==> config.mk <==
export PLATFORM = sky130hd
export DESIGN_NAME = modular_exponentiation_unit_flat
export DESIGN_NICKNAME = d
export VERILOG_FILES = /design/src/rtl/meu_pkg.sv /design/src/rtl/meu_if.sv /design/src/rtl/meu_modmul.sv /design/src/rtl/modular_exponentiation_unit.sv /design/src/flat_wrapper.sv
export VERILOG_INCLUDE_DIRS = /design/src /design/src/rtl
export SDC_FILE = /design/constraint.sdc
export NUM_CORES = 1
export LEC_CHECK = 0
export BUFFER_PORTS_ARGS = -buffer_cell sky130_fd_sc_hd__buf_2
export CAP_MARGIN = 10
export CELL_PAD_IN_SITES_DETAIL_PLACEMENT = 0
export CELL_PAD_IN_SITES_GLOBAL_PLACEMENT = 1
export CORE_MARGIN = 1
export CORE_UTILIZATION = 45
export CTS_CLUSTER_SIZE = 12
export DETAILED_ROUTE_END_ITERATION = 6
export GPL_ROUTABILITY_DRIVEN = 0
export PLACE_DENSITY = 0.78
export SYNTH_ARGS = -nofsm -noshare
export SYNTH_HDL_FRONTEND = slang
export SYNTH_SLANG_ARGS = --single-unit
==> constraint.sdc <==
create_clock -name clk_i -period 6.05 [get_ports clk_i]
set_input_delay 0.9075 -clock clk_i [delete_from_list [all_inputs] [get_ports clk_i]]
set_output_delay 0.9075 -clock clk_i [all_outputs]
set_load 0.1 [all_outputs]
==> src/rtl/modular_exponentiation_unit_macros.svh <==
// Assertion macros shared by the modular exponentiation unit.
`ifndef MODULAR_EXPONENTIATION_UNIT_MACROS_SVH
`define MODULAR_EXPONENTIATION_UNIT_MACROS_SVH

// A property that must hold at every clock edge outside reset.
`define MEU_ASSERT(lbl, prop, msg) \
  lbl: assert property (@(posedge clk_i) disable iff (!rst_ni) (prop)) else $error(msg);

// A condition that must never be seen at a clock edge outside reset.
`define MEU_ASSERT_NEVER(lbl, cond, msg) \
  lbl: assert property (@(posedge clk_i) disable iff (!rst_ni) !(cond)) else $error(msg);

`endif

==> src/rtl/meu_pkg.sv <==
// Types and constants shared by the modular exponentiation unit.
package meu_pkg;

  // Sequencer states of the exponentiation loop.
  typedef enum logic [2:0] {
    StIdle,
    StReduce,
    StSquare,
    StMult,
    StOut
  } state_e;

  // Status reported by the shared modular multiplier.
  typedef struct packed {
    logic busy;
    logic done;
  } mm_status_t;

  localparam int unsigned CfgIdxWidth = 1;

  localparam logic [CfgIdxWidth-1:0] CfgModulus  = 1'b0;
  localparam logic [CfgIdxWidth-1:0] CfgExponent = 1'b1;

endpackage

==> src/rtl/meu_if.sv <==
// Request channels of the modular exponentiation unit: base in, result out.
interface meu_base_if #(
  parameter int unsigned WIDTH = 20
);
  logic             valid;
  logic             ready;
  logic [WIDTH-1:0] base;

  modport source (output valid, output base, input ready);
  modport sink   (input valid, input base, output ready);
endinterface

interface meu_result_if #(
  parameter int unsigned WIDTH = 20
);
  logic             valid;
  logic             ready;
  logic [WIDTH-1:0] result;

  modport source (output valid, output result, input ready);
  modport sink   (input valid, input result, output ready);
endinterface

==> src/rtl/meu_modmul.sv <==
// Bit-serial interleaved modular multiplier: x * y mod m, one multiplier bit a cycle.
`include "modular_exponentiation_unit_macros.svh"

module meu_modmul #(
  parameter int unsigned W = 20
) (
  input  logic                clk_i,
  input  logic                rst_ni,
  input  logic                start_i,
  input  logic [W-1:0]        x_i,
  input  logic [W-1:0]        y_i,
  input  logic [W-1:0]        m_i,
  output meu_pkg::mm_status_t status_o,
  output logic [W-1:0]        prod_o
);

  localparam int unsigned CntW = $clog2(W);

  logic            busy_q, busy_d;
  logic            done_q, done_d;
  logic [CntW-1:0] cnt_q, cnt_d;
  logic [W-1:0]    acc_q, acc_d;
  logic [W-1:0]    x_q, x_d;
  logic [W-1:0]    y_q, y_d;
  logic [W-1:0]    m_q, m_d;

  logic [W:0] dbl, dbl_red, sum, sum_red;

  // The multiplicand must already be below the modulus, so that each of the two
  // steps needs at most one subtraction.
  always_comb begin
    dbl     = {acc_q, 1'b0};
    dbl_red = (dbl >= {1'b0, m_q}) ? dbl - {1'b0, m_q} : dbl;
    sum     = dbl_red + (y_q[W-1] ? {1'b0, x_q} : '0);
    sum_red = (sum >= {1'b0, m_q}) ? sum - {1'b0, m_q} : sum;
  end

  always_comb begin
    busy_d = busy_q;
    done_d = 1'b0;
    cnt_d  = cnt_q;
    acc_d  = acc_q;
    x_d    = x_q;
    y_d    = y_q;
    m_d    = m_q;
    if (start_i) begin
      busy_d = 1'b1;
      cnt_d  = CntW'(W - 1);
      acc_d  = '0;
      x_d    = x_i;
      y_d    = y_i;
      m_d    = m_i;
    end else if (busy_q) begin
      acc_d = sum_red[W-1:0];
      y_d   = {y_q[W-2:0], 1'b0};
      cnt_d = cnt_q - 1'b1;
      if (cnt_q == '0) begin
        busy_d = 1'b0;
        done_d = 1'b1;
      end
    end
  end

  always_ff @(posedge clk_i or negedge rst_ni) begin
    if (!rst_ni) begin
      busy_q <= 1'b0;
      done_q <= 1'b0;
      cnt_q  <= '0;
    end else begin
      busy_q <= busy_d;
      done_q <= done_d;
      cnt_q  <= cnt_d;
    end
  end

  always_ff @(posedge clk_i) begin
    acc_q <= acc_d;
    x_q   <= x_d;
    y_q   <= y_d;
    m_q   <= m_d;
  end

  assign status_o.busy = busy_q;
  assign status_o.done = done_q;
  assign prod_o        = acc_q;

  `MEU_ASSERT(a_acc_below_mod, busy_q |-> (acc_q < m_q), "partial product not reduced")
  `MEU_ASSERT(a_done_ends_run, done_q |-> (!busy_q && $past(busy_q)), "done without a run")
  `MEU_ASSERT_NEVER(a_no_restart, start_i && busy_q, "multiplier started while busy")

endmodule

==> src/rtl/modular_exponentiation_unit.sv <==
// Modular exponentiation unit: result = base ^ exponent mod modulus, by
// square-and-multiply over the exponent bits from the most significant down, with
// every modular product formed by one shared bit-serial multiplier. A request
// first reduces the base (one product), then spends one squaring per exponent bit
// and one more product per set bit; an exponent of zero or a modulus of zero
// skips the products and goes straight to the output. The unit takes one request
// at a time and is ready again as soon as the result sits in the output register.
// Modulus and exponent must be written through the configuration port only while
// the unit is idle; the unit itself does not enforce this.
`include "modular_exponentiation_unit_macros.svh"

module modular_exponentiation_unit #(
  parameter int unsigned OPERAND_WIDTH = 20
) (
  input  logic                             clk_i,
  input  logic                             rst_ni,
  input  logic                             cfg_we_i,
  input  logic [meu_pkg::CfgIdxWidth-1:0]  cfg_idx_i,
  input  logic [OPERAND_WIDTH-1:0]         cfg_data_i,
  meu_base_if.sink                         base_i,
  meu_result_if.source                     result_o
);

  localparam int unsigned W    = OPERAND_WIDTH;
  localparam int unsigned BitW = $clog2(W);

  meu_pkg::state_e state_q, state_d;

  logic [W-1:0]    modulus_q, modulus_d;
  logic [W-1:0]    exponent_q, exponent_d;
  logic [W-1:0]    base_q, base_d;
  logic [W-1:0]    bred_q, bred_d;
  logic [W-1:0]    acc_q, acc_d;
  logic [BitW-1:0] bit_q, bit_d;
  logic            issued_q, issued_d;
  logic            out_valid_q, out_valid_d;
  logic [W-1:0]    out_q, out_d;

  logic                in_fire;
  logic                load_out;
  logic                mm_start;
  logic [W-1:0]        mm_x, mm_y, mm_prod;
  meu_pkg::mm_status_t mm_stat;
  logic                last_bit;
  logic                exp_bit;

  assign in_fire  = base_i.valid && base_i.ready;
  assign load_out = (state_q == meu_pkg::StOut) && (!out_valid_q || result_o.ready);
  assign last_bit = (bit_q == '0);
  assign exp_bit  = exponent_q[bit_q];

  meu_modmul #(
    .W (W)
  ) u_modmul (
    .clk_i    (clk_i),
    .rst_ni   (rst_ni),
    .start_i  (mm_start),
    .x_i      (mm_x),
    .y_i      (mm_y),
    .m_i      (modulus_q),
    .status_o (mm_stat),
    .prod_o   (mm_prod)
  );

  // Next state of the sequencer.
  always_comb begin
    state_d = state_q;
    unique case (state_q)
      meu_pkg::StIdle: begin
        if (in_fire) begin
          if (exponent_q == '0 || modulus_q == '0) begin
            state_d = meu_pkg::StOut;
          end else begin
            state_d = meu_pkg::StReduce;
          end
        end
      end
      meu_pkg::StReduce: begin
        if (mm_stat.done) begin
          state_d = meu_pkg::StSquare;
        end
      end
      meu_pkg::StSquare: begin
        if (mm_stat.done) begin
          if (exp_bit) begin
            state_d = meu_pkg::StMult;
          end else if (last_bit) begin
            state_d = meu_pkg::StOut;
          end
        end
      end
      meu_pkg::StMult: begin
        if (mm_stat.done) begin
          state_d = last_bit ? meu_pkg::StOut : meu_pkg::StSquare;
        end
      end
      meu_pkg::StOut: begin
        if (load_out) begin
          state_d = meu_pkg::StIdle;
        end
      end
      default: state_d = meu_pkg::StIdle;
    endcase
  end

  // Datapath, multiplier control and configuration.
  always_comb begin
    modulus_d   = modulus_q;
    exponent_d  = exponent_q;
    base_d      = base_q;
    bred_d      = bred_q;
    acc_d       = acc_q;
    bit_d       = bit_q;
    issued_d    = issued_q;
    out_d       = out_q;
    out_valid_d = out_valid_q && !result_o.ready;
    mm_start    = 1'b0;
    mm_x        = acc_q;
    mm_y        = acc_q;

    if (cfg_we_i) begin
      unique case (cfg_idx_i)
        meu_pkg::CfgModulus:  modulus_d  = cfg_data_i;
        meu_pkg::CfgExponent: exponent_d = cfg_data_i;
        default: ;
      endcase
    end

    unique case (state_q)
      meu_pkg::StIdle: begin
        if (in_fire) begin
          base_d = base_i.base;
          bit_d  = BitW'(W - 1);
          // A zero exponent gives one; a zero modulus gives zero otherwise.
          acc_d  = (exponent_q == '0) ? W'(1) :
                   (modulus_q == W'(1) || modulus_q == '0) ? '0 : W'(1);
        end
      end
      meu_pkg::StReduce: begin
        // base * 1 mod m brings the base below the modulus.
        mm_x = W'(1);
        mm_y = base_q;
        if (mm_stat.done) begin
          bred_d = mm_prod;
        end
      end
      meu_pkg::StSquare: begin
        if (mm_stat.done) begin
          acc_d = mm_prod;
          if (!exp_bit && !last_bit) begin
            bit_d = bit_q - 1'b1;
          end
        end
      end
      meu_pkg::StMult: begin
        mm_x = bred_q;
        mm_y = acc_q;
        if (mm_stat.done) begin
          acc_d = mm_prod;
          if (!last_bit) begin
            bit_d = bit_q - 1'b1;
          end
        end
      end
      meu_pkg::StOut: begin
        if (load_out) begin
          out_d       = acc_q;
          out_valid_d = 1'b1;
        end
      end
      default: ;
    endcase

    if (state_q == meu_pkg::StReduce || state_q == meu_pkg::StSquare ||
        state_q == meu_pkg::StMult) begin
      if (!issued_q) begin
        mm_start = 1'b1;
        issued_d = 1'b1;
      end else if (mm_stat.done) begin
        issued_d = 1'b0;
      end
    end
  end

  always_ff @(posedge clk_i or negedge rst_ni) begin
    if (!rst_ni) begin
      state_q     <= meu_pkg::StIdle;
      modulus_q   <= W'(1);
      exponent_q  <= W'(1);
      issued_q    <= 1'b0;
      out_valid_q <= 1'b0;
      bit_q       <= '0;
    end else begin
      state_q     <= state_d;
      modulus_q   <= modulus_d;
      exponent_q  <= exponent_d;
      issued_q    <= issued_d;
      out_valid_q <= out_valid_d;
      bit_q       <= bit_d;
    end
  end

  always_ff @(posedge clk_i) begin
    base_q <= base_d;
    bred_q <= bred_d;
    acc_q  <= acc_d;
    out_q  <= out_d;
  end

  assign base_i.ready    = (state_q == meu_pkg::StIdle);
  assign result_o.valid  = out_valid_q;
  assign result_o.result = out_q;

  `MEU_ASSERT(a_acc_reduced,
              (state_q == meu_pkg::StSquare || state_q == meu_pkg::StMult) |->
              (acc_q < modulus_q), "running value not below modulus")
  `MEU_ASSERT(a_out_from_seq, $rose(out_valid_q) |-> ($past(state_q) == meu_pkg::StOut),
              "result loaded outside the output state")
  `MEU_ASSERT(a_result_held, (result_o.valid && !result_o.ready) |=>
              (result_o.valid && $stable(result_o.result)), "waiting result not held")

endmodule
==> src/flat_wrapper.sv <==
// flat-port wrapper written by rule: the top's interface ports become plain ports
module modular_exponentiation_unit_flat 
#(
  parameter int unsigned OPERAND_WIDTH = 20
)
  (clk_i, rst_ni, cfg_we_i, cfg_idx_i, cfg_data_i, base_i_valid, base_i_base, base_i_ready, result_o_valid, result_o_result, result_o_ready);
  meu_base_if base_i_i ();
  meu_result_if result_o_i ();
  input  logic clk_i;
  input  logic rst_ni;
  input  logic cfg_we_i;
  input  logic [meu_pkg::CfgIdxWidth-1:0] cfg_idx_i;
  input  logic [OPERAND_WIDTH-1:0] cfg_data_i;
  input wire logic [$bits(base_i_i.valid)-1:0] base_i_valid;
  input wire logic [$bits(base_i_i.base)-1:0] base_i_base;
  output wire logic [$bits(base_i_i.ready)-1:0] base_i_ready;
  output wire logic [$bits(result_o_i.valid)-1:0] result_o_valid;
  output wire logic [$bits(result_o_i.result)-1:0] result_o_result;
  input wire logic [$bits(result_o_i.ready)-1:0] result_o_ready;
  assign base_i_i.valid = base_i_valid;
  assign base_i_i.base = base_i_base;
  assign base_i_ready = base_i_i.ready;
  assign result_o_valid = result_o_i.valid;
  assign result_o_result = result_o_i.result;
  assign result_o_i.ready = result_o_ready;
  modular_exponentiation_unit #(.OPERAND_WIDTH(OPERAND_WIDTH)) u_core (.clk_i(clk_i), .rst_ni(rst_ni), .cfg_we_i(cfg_we_i), .cfg_idx_i(cfg_idx_i), .cfg_data_i(cfg_data_i), .base_i(base_i_i), .result_o(result_o_i));
endmodule
Yosys cells after proc, flatten, opt, wreduce, memory -nomap -nowiden
Index checks and enable logic that the tools add are counted.
{"block": "op_classes", "addsub": 5, "n_lt_le_gt_ge": 3, "n_eq_ne": 14, "mux": 44, "n_bitwise": 1, "n_reduce_logical": 30}
{"operator": "20-bit 2-to-1 mux", "n": 8}
{"operator": "20-bit one-hot mux with 2 select lines", "n": 2}
{"operator": "21-bit by 20-bit greater-or-equal comparator with 1-bit output", "n": 2}
{"operator": "20-bit logical NOT", "n": 2}
{"operator": "5-bit 2-to-1 mux", "n": 7}
{"operator": "3-bit 2-to-1 mux", "n": 9}
{"operator": "21-bit by 20-bit adder with 21-bit output", "n": 1}
{"operator": "21-bit 2-to-1 mux", "n": 1}
{"operator": "21-bit by 20-bit subtractor with 21-bit output", "n": 1}
{"operator": "20-bit by 1-bit equality test with 1-bit output, second input constant", "n": 1}
{"operator": "20-bit subtractor", "n": 1}
{"operator": "3-bit one-hot mux with 5 select lines", "n": 1}
{"operator": "5-bit one-hot mux with 3 select lines", "n": 1}
{"operator": "1-bit 2-to-1 mux", "n": 14}
{"operator": "6-bit AND reduction", "n": 2}
{"operator": "5-bit logical NOT", "n": 2}
{"operator": "2-bit inequality test, second input constant", "n": 5}
{"operator": "2-bit AND reduction", "n": 5}
{"operator": "5-bit by 1-bit subtractor with 5-bit output, second input constant", "n": 2}
{"operator": "3-bit by 2-bit equality test with 1-bit output, second input constant", "n": 2}
{"operator": "5-bit by 6-bit < comparator with 1-bit output, second input constant", "n": 1}
{"operator": "2-bit by 1-bit inequality test with 1-bit output, second input constant", "n": 3}
{"operator": "1-bit binary-select mux with 5-bit select", "n": 1}
{"operator": "1-bit logical OR", "n": 5}
{"operator": "11 further kinds", "n": 18}
{"block": "word_totals", "ff_bits": 217, "inputBits": 46}

Depth between registers and ports, before layout
Gate-level depths: netlist of the first run.
{"block": "logic_depth", "depth_word": 7, "depth_mapped": 31, "mapped_depth_nobuf": 27}

By module
From an unflattened synthesis of the first run, not the netlist that was laid out.
{"block": "hier_totals", "cells_unflattened": 1067, "area_unflattened_um2": 12000.3}
{"module": "meu_modmul", "n_inst": 1, "cells_per_inst": 672, "area_per_inst_um2": 6482.5, "seq_area_each_um2": 2377.3}
{"module": "modular_exponentiation_unit", "n_inst": 1, "cells_per_inst": 395, "area_per_inst_um2": 5517.8, "seq_area_each_um2": 3656.0}

Worst setup path after synthesis of the first run
No wires, ideal clock.
{"block": "synth_path", "kind": "reg2reg", "start": "register u_core.u_modmul.m_q[17]", "end": "register u_core.u_modmul.acc_q[14], in the netlist u_core.u_modmul.prod_o[14]", "arrival_time_ns": 6.195, "setup_slack_ns": -0.261, "stages_incl_launch_ff": 31, "synth_period_minus_slack_ns": 6.311, "cell_sequence": "edfxtp_1 > inv_1 > ha_1 > a21o_1 > a21o_1 > a21o_1 > or3_1 > o21ai_0 > clkbuf_1 > clkbuf_1 > nor2_1 > ha_1 > inv_1 > fa_1 > nor2b_1 > o31a_1 > o211a_1 > o21ai_2 > or2b_1 > a21oi_1 > xnor2_1 > ha_1 > a21o_1 > a21oi_1 > nor2b_1 > a211oi_2 > a21oi_1 > or2_2 > clkbuf_1 > or4_1 > and3_1"}
{"block": "synth_between", "elab_chain_cells": 5, "elab_cells_between_ends": 7}
{"item": "start, declared", "line_no": "meu_modmul.sv:25", "text": "logic [W-1:0] m_q, m_d;"}
{"item": "start signal, assigned", "line_no": "meu_modmul.sv:80", "text": "m_q <= m_d;"}
{"item": "21-bit by 20-bit subtractor with 21-bit output / 21-bit by 20-bit greater-or-equal comparator with 1-bit output (equally long branches)", "line_no": "meu_modmul.sv:33", "text": "dbl_red = (dbl >= {1'b0, m_q}) ? dbl - {1'b0, m_q} : dbl;"}
{"item": "21-bit 2-to-1 mux", "line_no": "meu_modmul.sv:33"}
{"item": "21-bit by 20-bit adder with 21-bit output", "line_no": "meu_modmul.sv:34", "text": "sum = dbl_red + (y_q[W-1] ? {1'b0, x_q} : '0);"}
{"item": "21-bit by 20-bit greater-or-equal comparator with 1-bit output / 20-bit subtractor (equally long branches)", "line_no": "meu_modmul.sv:35", "text": "sum_red = (sum >= {1'b0, m_q}) ? sum - {1'b0, m_q} : sum;"}
{"item": "20-bit 2-to-1 mux (*)", "line_no": "meu_modmul.sv:35"}
{"item": "end signal, assigned", "line_no": "meu_modmul.sv:77", "text": "acc_q <= acc_d;"}
{"item": "end, declared", "line_no": "meu_modmul.sv:22", "text": "logic [W-1:0] acc_q, acc_d;"}
Mark *: on every way between the ends. The rest lies on a longest branch, timed or not.
A chain may end at the register's enable or synchronous reset.

Final worst setup path of the first run
Same ends and word-level chain as after synthesis.

==> results of run 1 <==
-- per-layer routing --
layer  vias up  wire length, µm  GRT usage
met5         -                0          0
met4         0              538    0.04924
met3        44             1091    0.02565
met2       169            12980     0.3417
met1      4115            13610     0.2955
li1       4230                -          -
-- cells in the final DEF (no fill, tap or decap), drive strengths merged, types with 13 or more instances in the layout --
master,instances
buf,168
edfxtp,140
nor2,79
a21oi,74
o21ai,65
nand2,64
ha,63
dfrtp,55
inv,51
mux2,40
and2,38
clkbuf,38
xnor2,37
nand3,26
a21o,23
a22o,20
mux2i,20
dfxtp,20
a31oi,17
nor3,16
xor2,15
nor4,15
a211oi,13
-- timing repair --
action	4_1_cts	5_1_grt
setup buffers	1	2
pin swaps	3	16
resized for setup	3	33
gates cloned	0	1
endpoints found under the setup margin	14	20
-- cell type report --
class | count | area [µm²]
fillers | 2216 | 11330
flip-flops and latches | 217 | 6033
multi-input cells | 750 | 5529
repair buffers | 169 | 1144
clock buffers | 37 | 732.0
well taps | 330 | 412.9
inverters | 50 | 187.7
clock inverters | 6 | 30.03
diodes | 1 | 2.502
-- logic make-up after synthesis --
logic type,Yosys count
xor gates and xnor gates,54
and+or+nand+nor,296
buffers and inverters,90
adders and majority gates,66
AOI/OAI and AO/OA,268
DFF,217
muxes,66
-- through the flow --
stage          cell area, µm²  hold WS [ns]
6_report                14070        0.4740
5_1_grt                 14070        0.4938
4_1_cts                 13900        0.4742
3_5_place_dp            13110        0.4628
3_3_place_gp            13110        0.4583
2_1_floorplan           11750        0.4431
-- sequential cells by signal (all words and copies together), names as in the netlist, 20 cells and up --
name                    count
u_core.acc_q               20
u_core.base_q              20
u_core.bred_q              20
u_core.exponent_q          20
u_core.modulus_q           20
u_core.result_o.result     20
u_core.u_modmul.m_q        20
u_core.u_modmul.prod_o     20
u_core.u_modmul.x_q        20
u_core.u_modmul.y_q        20
-- worst max-delay path, delay by kind of cell (launching register included) --
family | cells | cell delay [ns]
multiplexers | 1 | 0.34
XOR/XNOR | 1 | 0.16
buffers and inverters | 4 | 0.46
adder cells (fa/ha/maj) | 3 | 0.73
AND/OR/NAND/NOR | 8 | 1.76
AO/OA/AOI/OAI | 10 | 2.00
flip-flops | 1 | 0.38
-- path summary, 6_finish.rpt --
path                                               to                    start  cells after the start  slack, ns
min in group asynchronous    u_core.u_modmul.cnt_q[3]                   rst_ni                      2       0.52
max reg2reg                u_core.u_modmul.prod_o[14]  u_core.u_modmul.m_q[17]                     27       0.09
max                        u_core.u_modmul.prod_o[14]  u_core.u_modmul.m_q[17]                     27       0.09
min                            u_core.u_modmul.m_q[5]      u_core.modulus_q[5]                      0       0.47
max in group asynchronous         u_core.modulus_q[1]                   rst_ni                      2       5.03
min reg2reg                    u_core.u_modmul.m_q[5]      u_core.modulus_q[5]                      0       0.47
==> key figures, run 1 <==
Logic synthesis
  – Seq cells post-synth: 217
  – Ys flop type: edfxtp_1
  – Post-synth EDFFs: 140
  – Share of the synthesized area in the top cell type: 0.3580
  – Part of the Yosys area used for sequential elements: 0.5138
  – Cells after Synth: 1057
  – Largest family of logic cells by synthesized area: compound AO/OA/AOI/OAI gates
  – Top cells by count, synth: 140 x edfxtp_1, 79 x nor2_1, 74 x a21oi_1
  – Synth Area in Compound Gates: 0.1510
  – Post-Synth XOR/XNOR Area: 0.04283
  – Asr flop ratio synth: 0.2627
  – Count leader, synth: edfxtp_1
  – Post-synthesis mux area share: 0.06692
  – Post-synthesis net count: 1169
  – Simple-Gate Fraction of Synth Area: 0.1243
  – Synthesized-area fraction occupied by adder cells: 0.07224
  – Area contributors post-synth: edfxtp_1 36%, dfrtp_1 12%, ha_1 6.7%, mux2_2 3.8%, dfxtp_1 3.4%
  – Area leader, netlist: edfxtp_1
  – Synthesized area per cell: 11.11 µm²
  – Cell area after synthesis: 11740 µm²
  – Post-synth cell types: 68
  – Yosys warns: 0

Place
  – Setup slack at placement: -0.1257 ns
  – Port bufs: 67
  – Post-placement cell count: 1512
  – HPWL Detailed: 21020 µm

Route
  – Drt total wl: 28220 µm
  – Antenna Nets Post-Route: 0
  – DR vias/cell: 5.486
  – Via count: 8558
  – First-pass DRT Iterations: 5
  – Starting DRT DRC Count: 529
  – # DRC: 0
  – Wire per inst: 18.09 µm

Floorplanning
  – Die X: 163.5 µm
  – Row cnt: 58
  – Core box area: 25400 µm²
  – Die area: 26740 µm²
  – IO Pins: 68
  – Initial Util: 0.4623
  – Die Y: 163.5 µm

STA
  – Slew margin rel.: 0.2216
  – Final period util: 0.9846
  – Worst Tran Pin Value: 1.166 ns
  – Minimum clock period: 5.957 ns
  – Final Hold Fails: 0
  – Clock Skew: 0.007720 ns
  – Fin worst setup slack: 0.09340 ns
  – RSZ-0062 raised after global routing: yes
  – Final Max Slew Viols: 0
  – Final setup viols: 0
  – Total negative slack: 0 ns
  – Max Freq: 0.1679 GHz

GRT
  – GRT Total Usage: 0.2092
  – Largest net degree at the start of global routing: 58
  – Grt total ovfl: 0
  – Initial antenna violation count: 1
  – Vias in the first global route: 8251
  – Global-route wire length before repair: 43570 µm

Setup path
  – Worst Path Required: 6.46 ns
  – Critical path class: register to register
  – Most used cell, CP: a21o_1
  – WP data arrival: 6.37 ns
  – Slowest-stage cell, CP: or4_1
  – CP endpoint kind: register
  – CP Launch Type: register
  – Critical path peak fanout: 10
  – Max stage delay on crit path: 0.47 ns

Clock network
  – Root buffer cell: clkbuf_16
  – Cts hold-fix bufs: 0
  – Clk sinks: 217
  – Clock slew at reported path FFs: 0.06 ns
  – CTS H-Tree Depth: 1
  – Clock tree from TritonCTS: yes
  – Clock tree buffer depth: 3
  – Clock latency on the worst-skew pair: 0.51 ns
  – CTS Buf Count: 25

Cells and area
  – Fraction of layout cells with a size suffix above 1: 0.2425
  – Core Util, Final: 0.5540
  – Fin nets: 1325
  – Synth-to-Final Area Change: 19.83%
  – Finished Layout Cells: 1560

Run status
  – Status: finished clean

Flow run
  – Max cap viols: 0

Worst hold path
  – Worst hold path class: register to register
Power of run 1 is not shown: default switching activity piles up to over one toggle a cycle in this logic, so the estimate is an artifact.
==> run 2: changes to the inputs <==
- RECOVER_POWER: not set -> 50
==> run 2 against run 1 <==
  * The run now ends with capacitance limit, slew limit left
  * Utilization decreased by 0.33 points
  * Routed wire length increased by 0.13%
  * Final cell count unchanged
  * Maximum frequency about the same
  * Critical path depth unchanged
  * Non-clock buffer count unchanged
  * First-iteration DRC count increased by 12%
  * Register-to-register slack about the same
  * Worst hold slack got worse by 0.00062 ns
  * Flip-flop and latch count unchanged
  * Critical endpoint unchanged
==> key figures, run 2 (synthesis gave the netlist of run 1 again) <==
Route
  – DR vias/cell: 5.479 (-0.12%)
  – First-pass DRT Iterations: 5 (unchanged)
  – Antenna Nets Post-Route: 0 (unchanged)
  – Starting DRT DRC Count: 593 (+12%)
  – Drt total wl: 28250 µm (+0.13%)
  – # DRC: 0 (unchanged)
  – Via count: 8548 (-0.12%)
  – Wire per inst: 18.11 µm (+0.13%)

Clock network
  – Clock slew at reported path FFs: 0.06 ns (about the same)
  – CTS H-Tree Depth: 1 (unchanged)
  – Clk sinks: 217 (unchanged)
  – CTS Buf Count: 25 (unchanged)
  – Clock tree buffer depth: 3 (unchanged)
  – Cts hold-fix bufs: 0 (unchanged)
  – Clock tree from TritonCTS: yes
  – Root buffer cell: clkbuf_16
  – Clock latency on the worst-skew pair: 0.52 ns (about the same)

Place
  – Port bufs: 67 (unchanged)
  – Placed Area: 13110 µm² (unchanged)
  – Setup slack at placement: -0.1257 ns (unchanged)
  – HPWL Detailed: 21020 µm (unchanged)

Worst hold path
  – Worst hold path class: register to register
  – Hold depth: 0 (unchanged)

GRT
  – Met3 usage: 0.02565 (unchanged)
  – GRT Total Usage: 0.2092 (unchanged)
  – GR Util met1: 0.2955 (unchanged)
  – Grt total ovfl: 0 (unchanged)
  – Vias in the first global route: 8251 (unchanged)
  – Grt met2 use: 0.3417 (unchanged)
  – Largest net degree at the start of global routing: 58 (unchanged)
  – Global-route wire length before repair: 43570 µm (unchanged)
  – Initial antenna violation count: 1 (unchanged)
  – Global route hottest layer: met2

Setup path
  – CP endpoint kind: register
  – Reg2reg path depth: 27 (unchanged)
  – CP Launch Type: register
  – Critical path peak fanout: 10 (unchanged)
  – WP data arrival: 6.37 ns (about the same)
  – Worst Path Required: 6.46 ns (about the same)
  – Critical path class: register to register

STA
  – Final setup viols: 0 (unchanged)
  – Max Freq: 0.1678 GHz (about the same)
  – Worst Tran Pin Value: 3.088 ns (+1.922 ns)
  – Final Max Slew Viols: 58 (+58)
  – Final Hold Fails: 0 (unchanged)
  – Fin worst setup slack: 0.09131 ns (-0.002082 ns)
  – Clock Skew: 0.007622 ns (-0.00009804 ns)
  – Slew margin rel.: -1.059 (-1.280)
  – RSZ-0062 raised after global routing: yes
  – Minimum clock period: 5.959 ns (+0.002082 ns)
  – Final period util: 0.9849 (about the same)

Flow run
  – Max cap viols: 1 (+1)

Floorplanning
  – Initial Util: 0.4623 (unchanged)
  – Die Y: 163.5 µm (unchanged)
  – IO Pins: 68 (unchanged)
  – Die X: 163.5 µm (unchanged)
  – Core box area: 25400 µm² (unchanged)
  – Die area: 26740 µm² (unchanged)
  – Row cnt: 58 (unchanged)

Cells and area
  – FF/Latch Area: 6033 µm² (unchanged)
  – Fin nets: 1325 (unchanged)
  – Final instance area: 13990 µm² (-0.60%)
  – Multi-input combinational cell area: 5529 µm² (unchanged)
  – Fraction of layout cells with a size suffix above 1: 0.2229 (-0.01953)
  – Core Util, Final: 0.5506 (-0.003350)
  – # fillers: 2230 (+0.63%)
  – Commonest non-fill, non-tap cell in the layout: edfxtp_1
  – Most frequent cells in the layout: 140 x edfxtp_1, 77 x buf_4, 75 x nor2_1
  – Synth-to-Final Area Change: 19.10%

Run status
  – Status: finished, violations left
  – Violated checks: capacitance limit, slew limit
==> run 2: critical path: stages (launching register included) <==
cell	delay [ns]
edfxtp_1	0.38
inv_2	0.08
ha_1	0.24
a21o_1	0.18
a21o_1	0.17
a21o_1	0.19
or3_4	0.38
o21ai_4	0.19
buf_12	0.14
mux2_2	0.34
inv_1	0.08
fa_1	0.20
nor2b_1	0.06
o31a_1	0.27
o211a_1	0.25
o21ai_2	0.22
or2b_1	0.26
a21oi_2	0.17
xnor2_2	0.16
ha_1	0.29
buf_4	0.16
nand3_1	0.09
nor3_1	0.07
a211oi_2	0.27
a21oi_2	0.09
or2_4	0.25
or4_1	0.47
and3_1	0.18
==> run 2: per-stage QoR <==
| stage | hold WS [ns] | instances | TNS, ns |
|---|---|---|---|
| 2_1_floorplan | 0.4431 | 1057 | 0 |
| 6_report | 0.4734 | 1560 | 0 |
| 5_1_grt | 0.4938 | 1559 | -1.401 |
| 3_3_place_gp | 0.4583 | 1512 | -0.1568 |
| 3_5_place_dp | 0.4628 | 1512 | -0.4657 |
| 4_1_cts | 0.4742 | 1556 | 0 |
==> run 2: layout make-up <==
cell class	count	share of cell area
inverter	50	0.01342
antenna	1	0.0001789
clock inverter	6	0.002147
tap	330	0.02952
multi-input combinational	750	0.3953
sequential	217	0.4314
clock buffer	37	0.05233
timing repair buffer	169	0.07568
==> run 2: path summary, 6_finish.rpt <==
| kind | from | end | slack, ns |
|---|---|---|---|
| setup / recovery | u_core.u_modmul.m_q[17] | u_core.u_modmul.prod_o[14] | 0.09 |
| hold / removal | u_core.modulus_q[5] | u_core.u_modmul.m_q[5] | 0.47 |
| setup reg to reg | u_core.u_modmul.m_q[17] | u_core.u_modmul.prod_o[14] | 0.09 |
| hold reg to reg | u_core.modulus_q[5] | u_core.u_modmul.m_q[5] | 0.47 |
| max in group asynchronous | rst_ni | u_core.exponent_q[1] | 2.79 |
| min in group asynchronous | rst_ni | u_core.u_modmul.cnt_q[3] | 1.49 |
==> run 2: timing repair <==
item | 4_1_cts | 5_1_grt
setup buffers | 1 | 2
setup endpoints to repair | 14 | 20
gates resized for setup | 3 | 33
gates cloned | 0 | 1
pin swaps | 3 | 16
==> run 2: routing by layer <==
layer / vias to the layer above / share of wire
met4: 0 / 0.019
li1: 4230 / -
met1: 4104 / 0.48
met3: 42 / 0.037
met2: 172 / 0.46
met5: - / 0
Power of run 2 is left out for the same reason.
